$ cat config.mk
export PLATFORM = sky130hd
export DESIGN_NAME = svc_mult
export DESIGN_NICKNAME = d
export VERILOG_FILES = /design/src/sv/svc_pkg.sv /design/src/sv/svc_mult.sv
export SDC_FILE = /design/constraint.sdc
export NUM_CORES = 2
export LEC_CHECK = 0
export BUFFER_PORTS_ARGS = -buffer_cell sky130_fd_sc_hd__buf_2
export CORE_ASPECT_RATIO = 0.5
export CORE_MARGIN = 5
export CORE_UTILIZATION = 55
export DETAILED_ROUTE_END_ITERATION = 8
export GPL_TIMING_DRIVEN = 0
export PLACE_DENSITY = 0.72
export SETUP_SLACK_MARGIN = 0.15
export SYNTH_ARGS = -nofsm -noshare
export SYNTH_HDL_FRONTEND = slang
export SYNTH_SLANG_ARGS = --single-unit
$ cat constraint.sdc
create_clock -name clk_i -period 7.5 [get_ports clk_i]
set_clock_uncertainty 0.2 [all_clocks]
set_input_delay 1.875 -clock clk_i [delete_from_list [all_inputs] [get_ports clk_i]]
set_output_delay 1.875 -clock clk_i [all_outputs]
set_load 0.005 [all_outputs]
$ cat src/sv/svc_pkg.sv
// Shared types, constants and the helper function of the separable vignetting corrector.
`default_nettype none
package svc_pkg;

  localparam int unsigned MAX_WIDTH      = 4096;
  localparam int unsigned MAX_HEIGHT     = 4096;
  localparam int unsigned GAIN_FRAC_BITS = 14;
  localparam int unsigned PIXEL_BITS     = 16;

  localparam int unsigned XW       = $clog2(MAX_WIDTH);
  localparam int unsigned YW       = $clog2(MAX_HEIGHT);
  localparam int unsigned IDX_W    = 12;
  localparam int unsigned GAIN_W   = 16;
  localparam int unsigned CFG_W    = 13;
  localparam int unsigned SUM_W    = 14;
  localparam int unsigned P1_W     = PIXEL_BITS + GAIN_W;
  localparam int unsigned P2_W     = P1_W + GAIN_W;
  localparam int unsigned RND_SH   = 2 * GAIN_FRAC_BITS;
  localparam int unsigned RES_W    = P2_W + 1 - RND_SH;
  localparam int unsigned IN_DATA_W = 72;

  typedef enum logic [1:0] {
    MODE_COL = 2'd0,
    MODE_ROW = 2'd1,
    MODE_PIX = 2'd2,
    MODE_NOP = 2'd3
  } mode_e;

  typedef enum logic [1:0] {
    REG_SHIFT_X = 2'd0,
    REG_SHIFT_Y = 2'd1,
    REG_WIDTH   = 2'd2,
    REG_HEIGHT  = 2'd3
  } cfg_reg_e;

  typedef struct packed {
    logic                  valid;
    mode_e                 mode;
    logic [IDX_W-1:0]      idx;
    logic [GAIN_W-1:0]     gain;
    logic [PIXEL_BITS-1:0] pix;
    logic [XW-1:0]         x;
    logic [YW-1:0]         y;
  } coord_t;

  typedef struct packed {
    logic                  valid;
    logic [PIXEL_BITS-1:0] pix;
    logic [GAIN_W-1:0]     gx;
    logic [GAIN_W-1:0]     gy;
  } gain_t;

  function automatic logic [CFG_W-1:0] eff_size(logic [CFG_W-1:0] v, logic [CFG_W-1:0] depth);
    logic [CFG_W-1:0] s;
    s = v;
    if (s == '0) begin
      s = CFG_W'(1);
    end
    if (s > depth) begin
      s = depth;
    end
    return s;
  endfunction

endpackage
`default_nettype wire

$ cat src/sv/svc_mult.sv
// Two-stage gain multiplier with rounding, saturation and the output register.
`default_nettype none
module svc_mult (
  input  wire logic                            clk_i,
  input  wire logic                            rst_ni,
  input  wire logic                            en_i,
  input  wire svc_pkg::gain_t                  gain_i,
  output logic                                 valid_o,
  output logic [svc_pkg::PIXEL_BITS-1:0]       pixel_o,
  output logic                                 sat_o
);

  localparam logic [svc_pkg::P2_W:0] HALF = (svc_pkg::P2_W + 1)'(1) << (svc_pkg::RND_SH - 1);

  logic                         s3_valid_q, s4_valid_q, out_valid_q;
  logic [svc_pkg::P1_W-1:0]     p1_q;
  logic [svc_pkg::GAIN_W-1:0]   gy_q;
  logic [svc_pkg::P2_W-1:0]     p2_q;
  logic [svc_pkg::P2_W:0]       rnd;
  logic [svc_pkg::RES_W-1:0]    res;
  logic                         sat_d;
  logic [svc_pkg::PIXEL_BITS-1:0] pixel_d, pixel_q;
  logic                         sat_q;

  always_comb begin
    rnd   = {1'b0, p2_q} + HALF;
    res   = rnd[svc_pkg::P2_W:svc_pkg::RND_SH];
    sat_d = |res[svc_pkg::RES_W-1:svc_pkg::PIXEL_BITS];
    pixel_d = sat_d ? '1 : res[svc_pkg::PIXEL_BITS-1:0];
  end

  always_ff @(posedge clk_i or negedge rst_ni) begin
    if (!rst_ni) begin
      s3_valid_q  <= 1'b0;
      s4_valid_q  <= 1'b0;
      out_valid_q <= 1'b0;
    end else if (en_i) begin
      s3_valid_q  <= gain_i.valid;
      s4_valid_q  <= s3_valid_q;
      out_valid_q <= s4_valid_q;
    end
  end

  always_ff @(posedge clk_i) begin
    if (en_i) begin
      p1_q    <= svc_pkg::P1_W'(gain_i.pix) * svc_pkg::P1_W'(gain_i.gx);
      gy_q    <= gain_i.gy;
      p2_q    <= svc_pkg::P2_W'(p1_q) * svc_pkg::P2_W'(gy_q);
      pixel_q <= pixel_d;
      sat_q   <= sat_d;
    end
  end

  assign valid_o = out_valid_q;
  assign pixel_o = pixel_q;
  assign sat_o   = sat_q;

endmodule
`default_nettype wire

==> metrics.yaml <==
yosys-top-cells-count: "inv_1 (687), fa_1 (611), nand2_1 (503)"
gp_congestion: 0.9846
route.vias.total: 19910
grt_max_degree: 54
antenna_left: 0
antenna_found_initial: 2
ys.flop_type: "edfxtp_1"
synth.area.mux_share: 0.001641
start_kind: "input pin"
numCtsBuffers: 9
drive_above_1_share: 0.1079
finalCritPeriodShare: 0.9773
synth_area_um2: 26680
routed_wl_mm: 73.29
outcome: "finished, final reports clean"
die_x_um: 321.5
utilization: 0.6182
r2r-start: "gy_q[10]"
crit_start: "gain_i[18]"
crit_slowest_cell: "fa_1"
ys_ff_latch: 89
cts.path.max_buffers: 2
endpoint_kind: "register"
area_growth_syn_to_layout_pct: 11.87
std_cell_rows: 57
synth_edf_count: 86
synthCells: 2860
worst_pin_slew_ps: 943.6
crit_type: "input pin to register"
synth-xor-area-share: 0.02068
fin_crit_ps: 7330
syn_area_per_cell_um2: 9.329
rsz0062_at_grt: "true"
clk_latency_ps: 370
maxCapViolCount: 0
hold_viol: 0
crit_fanout: 7
ys_seq_area_frac: 0.09960
die_h_um: 165.7
cts-root-buf: "clkbuf_16"
wl_per_cell_um: 19.97
htreeDepth: 3
fillers: 4024
yosys-top-cells-area: "fa_1 (46%), ha_1 (10%), edfxtp_1 (9.7%)"
die_area_um2: 53290
path_clk_slew_ps: 60
ys_async_sr_fraction: 0.03371
drt_first_pass_iters: 6
yosys_warnings: 0
cp_num_buf_inv: 8
finalMaxSlewViolations: 0
worstHoldStart: "valid_o"
synth_cell_types: 56
dp_hpwl_mm: 59.24
cts_tree: "done"
seq_area_um2: 2658
drcViolationCount: 0
viasPerCell: 5.424
max_freq_mhz: 136.4
synth_top_area_cell: "fa_1"
nets: 3901
io_pins: 70
grt_usage: 0.2814
synth_fp_nets: 3745
synth-adder-area-share: 0.5625
finalSetupViolCount: 0
place_inst: 3579
synth_top_cell_area_share: 0.4584
synth.most_common_cell: "inv_1"
synthSimpleGateAreaFrac: 0.1633
grt_pass1_wl_mm: 116.6
start_util: 0.5526
synth_top_family_by_area: "adder cells"
hold_class: "register to register"
critical_path.max_stage_delay_ps: 600
grt-ovfl-total: 0
antennaDiodeCount: 0
port_buffers: 69
critical_path_arrival_ps: 7240
clkSinkCount: 89
first_iter_violations: 1595
tns_ps: 0
crit_family: "adder cells"
worstPathRequired_ps: 7410
grt_pass1_vias: 21480
multi_input_area_um2: 21300
critPathMostFrequentCell: "inv_2"
maxSlewHeadroom: 0.3710
layoutNonFillerInstCount: 3670
core_um2: 48280
synth_compound_gate_area_share: 0.03925
## placed cells by master (no fill, tap or decap), types with 6 or more instances in the layout
master and n:
xnor2_1 39, clkbuf_2 36, xor2_1 23, buf_2 50, nand2b_1 7, clkbuf_16 25, clkbuf_1 26, buf_4 79
nand3_1 20, buf_6 13, ha_1 215, nor2b_1 8, o21ai_0 24, o21ai_1 6, clkbuf_8 9, and2_1 304
buf_8 8, fa_2 11, o21a_1 7, and3_1 14, edfxtp_1 86, fa_1 600, nand4_1 8, inv_1 677
a21o_1 27, buf_12 9, clkbuf_4 14, inv_2 10, nor2_1 20, nand2_2 7, o21bai_1 10, nand2_1 493
a21oi_1 41
## state kept, by name, summed over array words and instances (netlist names)
| register | flops |
|---|---|
| p1_q | 32 |
| p2_q | 21 |
| gy_q | 16 |
| pixel_o | 16 |
| s3_valid_q | 1 |
| s4_valid_q | 1 |
| sat_o | 1 |
| valid_o | 1 |
## through the flow
step,hold slack (ps),instance area [um2],worst slack (ps)
finish,304.4,29850,170.3
global route,331.4,29850,-49.85
CTS,310.2,29370,143.9
detailed placement,295.0,28030,-747.0
global placement,283.8,28000,-701.3
floorplan,274.9,26840,124.7
## repair_timing
action / in CTS / in global routing
endpoints found under the setup margin: 23 / 28
hold buffers: 0 / 0
hold endpoints to repair: 0 / 0
buffers inserted: 43 / 31
gates resized for setup: 194 / 130
gates cloned: 2 / 0
pin swaps: 21 / 30
## logic make-up (layout without fill, tap and decap cells)
kind of cell	after synthesis	count (layout)
multiplexers	4	4
adder cells (fa/ha/maj)	833	833
flip-flops	89	89
AND/OR/NAND/NOR	909	909
buffers and inverters	803	964
AO/OA/AOI/OAI	159	159
XOR/XNOR	63	63
## worst register-to-register path, delay by kind of cell (launching register included)
kind,cells,cell delay [ps]
flip-flops,1,450
buffers and inverters,5,940
adder cells (fa/ha/maj),7,3550
AO/OA/AOI/OAI,6,1360
AND/OR/NAND/NOR,3,410
## worst paths after layout
kind / slack (ps) / to / cells after the start
setup reg to reg: 340 / p2_q[43] / 21
hold reg to reg: 300 / valid_o / 1
max in group asynchronous: 5900 / s3_valid_q / 1
setup / recovery: 170 / p1_q[31] / 25
min in group asynchronous: 1090 / valid_o / 1
hold / removal: 300 / valid_o / 1
## routing by layer
layer	wire length (um)	GRT usage	vias up	part of all wire
li1	-	-	8725	-
met1	28560	0.3803	10020	0.39
met2	33280	0.4432	963	0.45
met3	8296	0.07782	198	0.11
met4	3107	0.09674	4	0.042
met5	57	0	-	0.00078
## layout make-up
class                   instances  area share
multi-input cells            1968      0.7137
well taps                     649     0.02720
repair buffers                146     0.04070
clock inverters                 6    0.001467
flip-flops and latches         89     0.08903
clock buffers                  10    0.007671
plain buffers                 115     0.03383
inverters                     687     0.08639
Power is left out: the tool's default activity adds up to more than one toggle a clock period on the data nets, which glitch-free logic cannot reach.
