<file path="src/sv/svc_pkg.sv">
// Shared types, constants and the helper function of the separable vignetting corrector.
`default_nettype none
package svc_pkg;

  localparam int unsigned MAX_WIDTH      = 4096;
  localparam int unsigned MAX_HEIGHT     = 4096;
  localparam int unsigned GAIN_FRAC_BITS = 14;
  localparam int unsigned PIXEL_BITS     = 16;

  localparam int unsigned XW       = $clog2(MAX_WIDTH);
  localparam int unsigned YW       = $clog2(MAX_HEIGHT);
  localparam int unsigned IDX_W    = 12;
  localparam int unsigned GAIN_W   = 16;
  localparam int unsigned CFG_W    = 13;
  localparam int unsigned SUM_W    = 14;
  localparam int unsigned P1_W     = PIXEL_BITS + GAIN_W;
  localparam int unsigned P2_W     = P1_W + GAIN_W;
  localparam int unsigned RND_SH   = 2 * GAIN_FRAC_BITS;
  localparam int unsigned RES_W    = P2_W + 1 - RND_SH;
  localparam int unsigned IN_DATA_W = 72;

  typedef enum logic [1:0] {
    MODE_COL = 2'd0,
    MODE_ROW = 2'd1,
    MODE_PIX = 2'd2,
    MODE_NOP = 2'd3
  } mode_e;

  typedef enum logic [1:0] {
    REG_SHIFT_X = 2'd0,
    REG_SHIFT_Y = 2'd1,
    REG_WIDTH   = 2'd2,
    REG_HEIGHT  = 2'd3
  } cfg_reg_e;

  typedef struct packed {
    logic                  valid;
    mode_e                 mode;
    logic [IDX_W-1:0]      idx;
    logic [GAIN_W-1:0]     gain;
    logic [PIXEL_BITS-1:0] pix;
    logic [XW-1:0]         x;
    logic [YW-1:0]         y;
  } coord_t;

  typedef struct packed {
    logic                  valid;
    logic [PIXEL_BITS-1:0] pix;
    logic [GAIN_W-1:0]     gx;
    logic [GAIN_W-1:0]     gy;
  } gain_t;

  function automatic logic [CFG_W-1:0] eff_size(logic [CFG_W-1:0] v, logic [CFG_W-1:0] depth);
    logic [CFG_W-1:0] s;
    s = v;
    if (s == '0) begin
      s = CFG_W'(1);
    end
    if (s > depth) begin
      s = depth;
    end
    return s;
  endfunction

endpackage
`default_nettype wire

</file>
<file path="src/sv/svc_coord.sv">
// Configuration registers and coordinate shift and clamp stage.
`default_nettype none
module svc_coord (
  input  wire logic                          clk_i,
  input  wire logic                          rst_ni,
  input  wire logic                          en_i,
  input  wire logic                          fire_i,
  input  wire svc_pkg::mode_e                mode_i,
  input  wire logic [svc_pkg::IDX_W-1:0]     idx_i,
  input  wire logic [svc_pkg::GAIN_W-1:0]    gain_i,
  input  wire logic [svc_pkg::PIXEL_BITS-1:0] pix_i,
  input  wire logic [11:0]                   col_i,
  input  wire logic [11:0]                   row_i,
  input  wire logic                          cfg_we_i,
  input  wire svc_pkg::cfg_reg_e             cfg_index_i,
  input  wire logic [svc_pkg::CFG_W-1:0]     cfg_data_i,
  output svc_pkg::coord_t                    item_o
);

  localparam logic [svc_pkg::CFG_W-1:0] DEPTH_X = svc_pkg::CFG_W'(svc_pkg::MAX_WIDTH);
  localparam logic [svc_pkg::CFG_W-1:0] DEPTH_Y = svc_pkg::CFG_W'(svc_pkg::MAX_HEIGHT);

  logic [svc_pkg::CFG_W-1:0] shift_x_q, shift_y_q, width_q, height_q;
  logic [svc_pkg::CFG_W-1:0] w_eff, h_eff, w_lim, h_lim;
  logic signed [svc_pkg::SUM_W-1:0] sum_x, sum_y;
  logic [svc_pkg::XW-1:0] x_d;
  logic [svc_pkg::YW-1:0] y_d;
  logic                           valid_q;
  svc_pkg::mode_e                 mode_q;
  logic [svc_pkg::IDX_W-1:0]      idx_q;
  logic [svc_pkg::GAIN_W-1:0]     gain_q;
  logic [svc_pkg::PIXEL_BITS-1:0] pix_q;
  logic [svc_pkg::XW-1:0]         x_q;
  logic [svc_pkg::YW-1:0]         y_q;

  always_ff @(posedge clk_i or negedge rst_ni) begin
    if (!rst_ni) begin
      shift_x_q <= '0;
      shift_y_q <= '0;
      width_q   <= svc_pkg::CFG_W'(4096);
      height_q  <= svc_pkg::CFG_W'(4096);
    end else if (cfg_we_i) begin
      unique case (cfg_index_i)
        svc_pkg::REG_SHIFT_X: shift_x_q <= cfg_data_i;
        svc_pkg::REG_SHIFT_Y: shift_y_q <= cfg_data_i;
        svc_pkg::REG_WIDTH:   width_q   <= cfg_data_i;
        svc_pkg::REG_HEIGHT:  height_q  <= cfg_data_i;
        default: ;
      endcase
    end
  end

  always_comb begin
    w_eff = svc_pkg::eff_size(width_q, DEPTH_X);
    h_eff = svc_pkg::eff_size(height_q, DEPTH_Y);
    w_lim = w_eff - svc_pkg::CFG_W'(1);
    h_lim = h_eff - svc_pkg::CFG_W'(1);
    sum_x = $signed({2'b00, col_i}) + $signed({shift_x_q[svc_pkg::CFG_W-1], shift_x_q});
    sum_y = $signed({2'b00, row_i}) + $signed({shift_y_q[svc_pkg::CFG_W-1], shift_y_q});
    if (sum_x[svc_pkg::SUM_W-1]) begin
      x_d = '0;
    end else if (sum_x[svc_pkg::CFG_W-1:0] > w_lim) begin
      x_d = w_lim[svc_pkg::XW-1:0];
    end else begin
      x_d = sum_x[svc_pkg::XW-1:0];
    end
    if (sum_y[svc_pkg::SUM_W-1]) begin
      y_d = '0;
    end else if (sum_y[svc_pkg::CFG_W-1:0] > h_lim) begin
      y_d = h_lim[svc_pkg::YW-1:0];
    end else begin
      y_d = sum_y[svc_pkg::YW-1:0];
    end
  end

  always_ff @(posedge clk_i or negedge rst_ni) begin
    if (!rst_ni) begin
      valid_q <= 1'b0;
    end else if (en_i) begin
      valid_q <= fire_i;
    end
  end

  always_ff @(posedge clk_i) begin
    if (en_i) begin
      mode_q <= mode_i;
      idx_q  <= idx_i;
      gain_q <= gain_i;
      pix_q  <= pix_i;
      x_q    <= x_d;
      y_q    <= y_d;
    end
  end

  assign item_o = '{valid: valid_q, mode: mode_q, idx: idx_q, gain: gain_q, pix: pix_q,
                    x: x_q, y: y_q};

endmodule
`default_nettype wire

</file>
<file path="config.mk">
export PLATFORM = sky130hd
export DESIGN_NAME = svc_coord
export DESIGN_NICKNAME = d
export VERILOG_FILES = /design/src/sv/svc_pkg.sv /design/src/sv/svc_coord.sv
export SDC_FILE = /design/constraint.sdc
export NUM_CORES = 1
export LEC_CHECK = 0
export BUFFER_PORTS_ARGS = -buffer_cell sky130_fd_sc_hd__buf_2
export CAP_MARGIN = 25
export CELL_PAD_IN_SITES_DETAIL_PLACEMENT = 0
export CELL_PAD_IN_SITES_GLOBAL_PLACEMENT = 2
export CORE_MARGIN = 2
export CORE_UTILIZATION = 38
export CTS_BUF_LIST = sky130_fd_sc_hd__clkbuf_4 sky130_fd_sc_hd__clkbuf_8 sky130_fd_sc_hd__clkbuf_16
export DETAILED_ROUTE_END_ITERATION = 7
export PLACE_DENSITY = 0.95
export SLEW_MARGIN = 20
export SYNTH_ARGS = -nofsm -noshare
export SYNTH_HDL_FRONTEND = slang
export SYNTH_SLANG_ARGS = --single-unit
</file>
<file path="constraint.sdc">
create_clock -name clk_i -period 11.1 [get_ports clk_i]
set_input_delay 0.555 -clock clk_i [delete_from_list [all_inputs] [get_ports clk_i]]
set_output_delay 0.555 -clock clk_i [all_outputs]
set_load 0.005 [all_outputs]
</file>
==> impl_metrics.yaml <==
clocking:
  clk_pin_slew_ns: 0.06
  cts_made_buffers: 17
  clock-sinks: 123
  hold_buffers: 0
  htreeDepth: 4
  cts_setup_buffers: 0
  cts_buffer_depth: 2
  clk_latency_ns: 0.41
  tritoncts: "built"
  cts-resized-gates: 0
  clockRootBuffer: "clkbuf_16"
synthesis:
  synthTopCellsByCount: "edfxtp_1, nor2_1, mux2_2, ha_1, dfrtp_1"
  synth_top_cell_by_area: "edfxtp_1"
  synth_flop_cell: "edfxtp_1"
  yosysWarnings: 0
  synth-edff-count: 70
  synth_compound_area_frac: 0.116
  seq_area_frac_synth: 0.508
  netlist_area_sq_mm: 0.00675
  synthAdderAreaFrac: 0.102
  ys_ff_latch: 123
  synth-xor-area-share: 0.0272
  synthesis.nets: 715
  synth_top_area_frac: 0.311
  synthCells: 571
  synthTopCellsByArea: "edfxtp_1, dfrtp_1, ha_1"
  synth_cell_types: 64
  muxShareOfSynthArea: 0.102
  yosys.area_share.simple: 0.127
  async_flop_share: 0.431
  yosysMostFrequentCell: "edfxtp_1"
  synth_top_family_by_area: "simple AND/OR/NAND/NOR gates"
  syn_avg_cell_area_sq_um: 11.8
pwr:
  clock_power_share: 0.310
  p_comb_frac: 0.346
  leakage_nw: 3.72
  seqPwrFrac: 0.344
  p_int_mw: 1.27
  p_sw_frac: 0.328
  max-vdd-ir-drop_v: 0.000116
  p_per_area_mw_per_mm2: 224
  p_switching_mw: 0.620
timing:
  final-max-slew-violation-count: 0
  max_slew_margin: 0.409
  min_period_ns: 4.70
  finalSetupViolCount: 0
  hold_violations: 0
  finClkSkew_ns: 0.00403
  rsz0062_at_grt: "no"
  holdWs_ns: 0.258
  timing.fmax_mhz: 213
  worstMarginPinSlew_ns: 0.886
  fin_tns_setup_ns: 0
  fin_crit_sh: 0.423
floorplanning:
  chipWidth_um: 137
  io_pins: 161
  rows: 48
  floorplan.die_area_sq_mm: 0.0189
  start_util: 0.389
  core-area_sq_mm: 0.0174
  die_h_um: 137
setup_path:
  cp_max_fo: 17
  crit_arrival_ns: 4.82
  crit_required_ns: 11.22
  worstSetupStartpointType: "flop"
  endpoint_kind: "flop"
  crit_type: "flop to flop"
global_route:
  grt_pass1_wl_um: 24200
  track_usage: 0.170
  antenna_found_initial: 0
  grt_pass1_vias: 4728
  overflow: 0
  grt_max_degree: 72
final_layout:
  antenna_cells: 0
  synthToLayoutAreaGrowth_pct: 24.9
  nets: 884
  drive_gt1_frac: 0.355
detailed_routing:
  drc: 0
  drt_iter0_markers: 177
  antenna_left: 0
  via_per_inst: 5.12
  drt-wirelength-per-cell_um: 16.3
  vias: 5009
  wirelength_um: 15900
  drtPass1Iterations: 4
flow_run:
  cap_violations: 0
placement:
  portBuffers: 160
  gp_congestion: 0.879
  dp_hpwl_um: 12500
outcome:
  status: "complete, no violations"
min_path:
  hold_class: "input port to asynchronous set/reset pin"
through the flow:
| stage | instance area, sq um | std cells | total power [mW] | worst slack (ns) | util |
|---|---|---|---|---|---|
| final | 8440 | 978 | 1.89 | 6.40 | 0.486 |
| after global routing | 8440 | 978 | 2.01 | 6.18 | 0.486 |
| after CTS | 8440 | 978 | 1.90 | 6.45 | 0.486 |
| after detailed placement | 7800 | 946 | 1.31 | 6.49 | 0.450 |
| after global placement | 7800 | 946 | 1.29 | 6.62 | 0.450 |
| after floorplan | 6750 | 571 | 1.10 | 6.91 | - |
path summary, 6_finish.rpt:
check	cells past startpoint	endpoint	from	slack, ns
max	16	x_q[11]	width_q[4]	6.40
min	2	shift_x_q[8]	rst_ni	0.26
max reg2reg	16	x_q[11]	width_q[4]	6.40
min reg2reg	1	valid_q	valid_q	0.51
max in group asynchronous	2	height_q[6]	rst_ni	10.40
min in group clk_i	1	pix_q[0]	pix_i[0]	0.32
power groups by stage:
stage,clock [mW],combinational (mW),sequential (mW)
after floorplan,0,0.455,0.646
after global placement,0,0.630,0.656
after detailed placement,0,0.649,0.659
after CTS,0.600,0.654,0.651
after global routing,0.622,0.729,0.660
final,0.586,0.653,0.650
state kept, by name, indices dropped and copies added, names as in the netlist:
name       cells
y_q           12
shift_y_q     13
idx_q         12
pix_q         16
gain_q        16
shift_x_q     13
width_q       13
mode_q         2
valid_q        1
x_q           12
height_q      13
worst max-delay path, stage by stage (launching register included):
cell,delay (ns)
dfrtp_1,0.44
or4_1,0.57
or3_4,0.42
nor2_1,0.11
o21bai_1,0.11
ha_1,0.32
inv_1,0.18
nor3b_1,0.07
a21oi_1,0.14
o21ai_0,0.12
ha_1,0.33
nand4_1,0.09
or4_1,0.54
o21ai_0,0.23
nand2_2,0.35
o21ba_2,0.34
a211oi_1,0.04
kinds of logic (layout without fill, tap and decap cells):
kind of cell | Yosys count | in the layout
AND/OR/NAND/NOR | 166 | 166
flip-flops | 123 | 123
AO/OA/AOI/OAI | 114 | 114
multiplexers | 62 | 62
adder cells (fa/ha/maj) | 54 | 54
buffers and inverters | 31 | 213
XOR/XNOR | 21 | 21
layout by cell type, fill, tap and decap left out, types with 14 or more instances in the layout:
cell type  Yosys  layout
edfxtp_1      70      70
o21ai_0       18      18
dfrtp_1       51      51
nand2_1       24      24
inv_1         18      18
buf_2          2     160
a211oi_1      18      18
mux2_2        53      53
clkbuf_16      0      17
nor2_1        54      54
xnor2_1       14      14
a21oi_1       29      29
ha_1          52      52
nand3_1       17      17
area by class of cell:
class | instances | area (sq um)
fillers | 1603 | 8920
flip-flops and latches | 123 | 3430
multi-input cells | 417 | 3200
repair buffers | 163 | 823
clock buffers | 19 | 440
well taps | 225 | 282
clock inverters | 13 | 191
inverters | 18 | 67.6
routing by layer:
layer	global-route usage	up-vias	part of all wire
met5	0	-	0
met4	0.0607	0	0.015
met3	0.0375	16	0.053
met2	0.270	135	0.47
met1	0.229	2364	0.46
li1	-	2494	-
No activity file was read; power rests on OpenSTA's default activity.
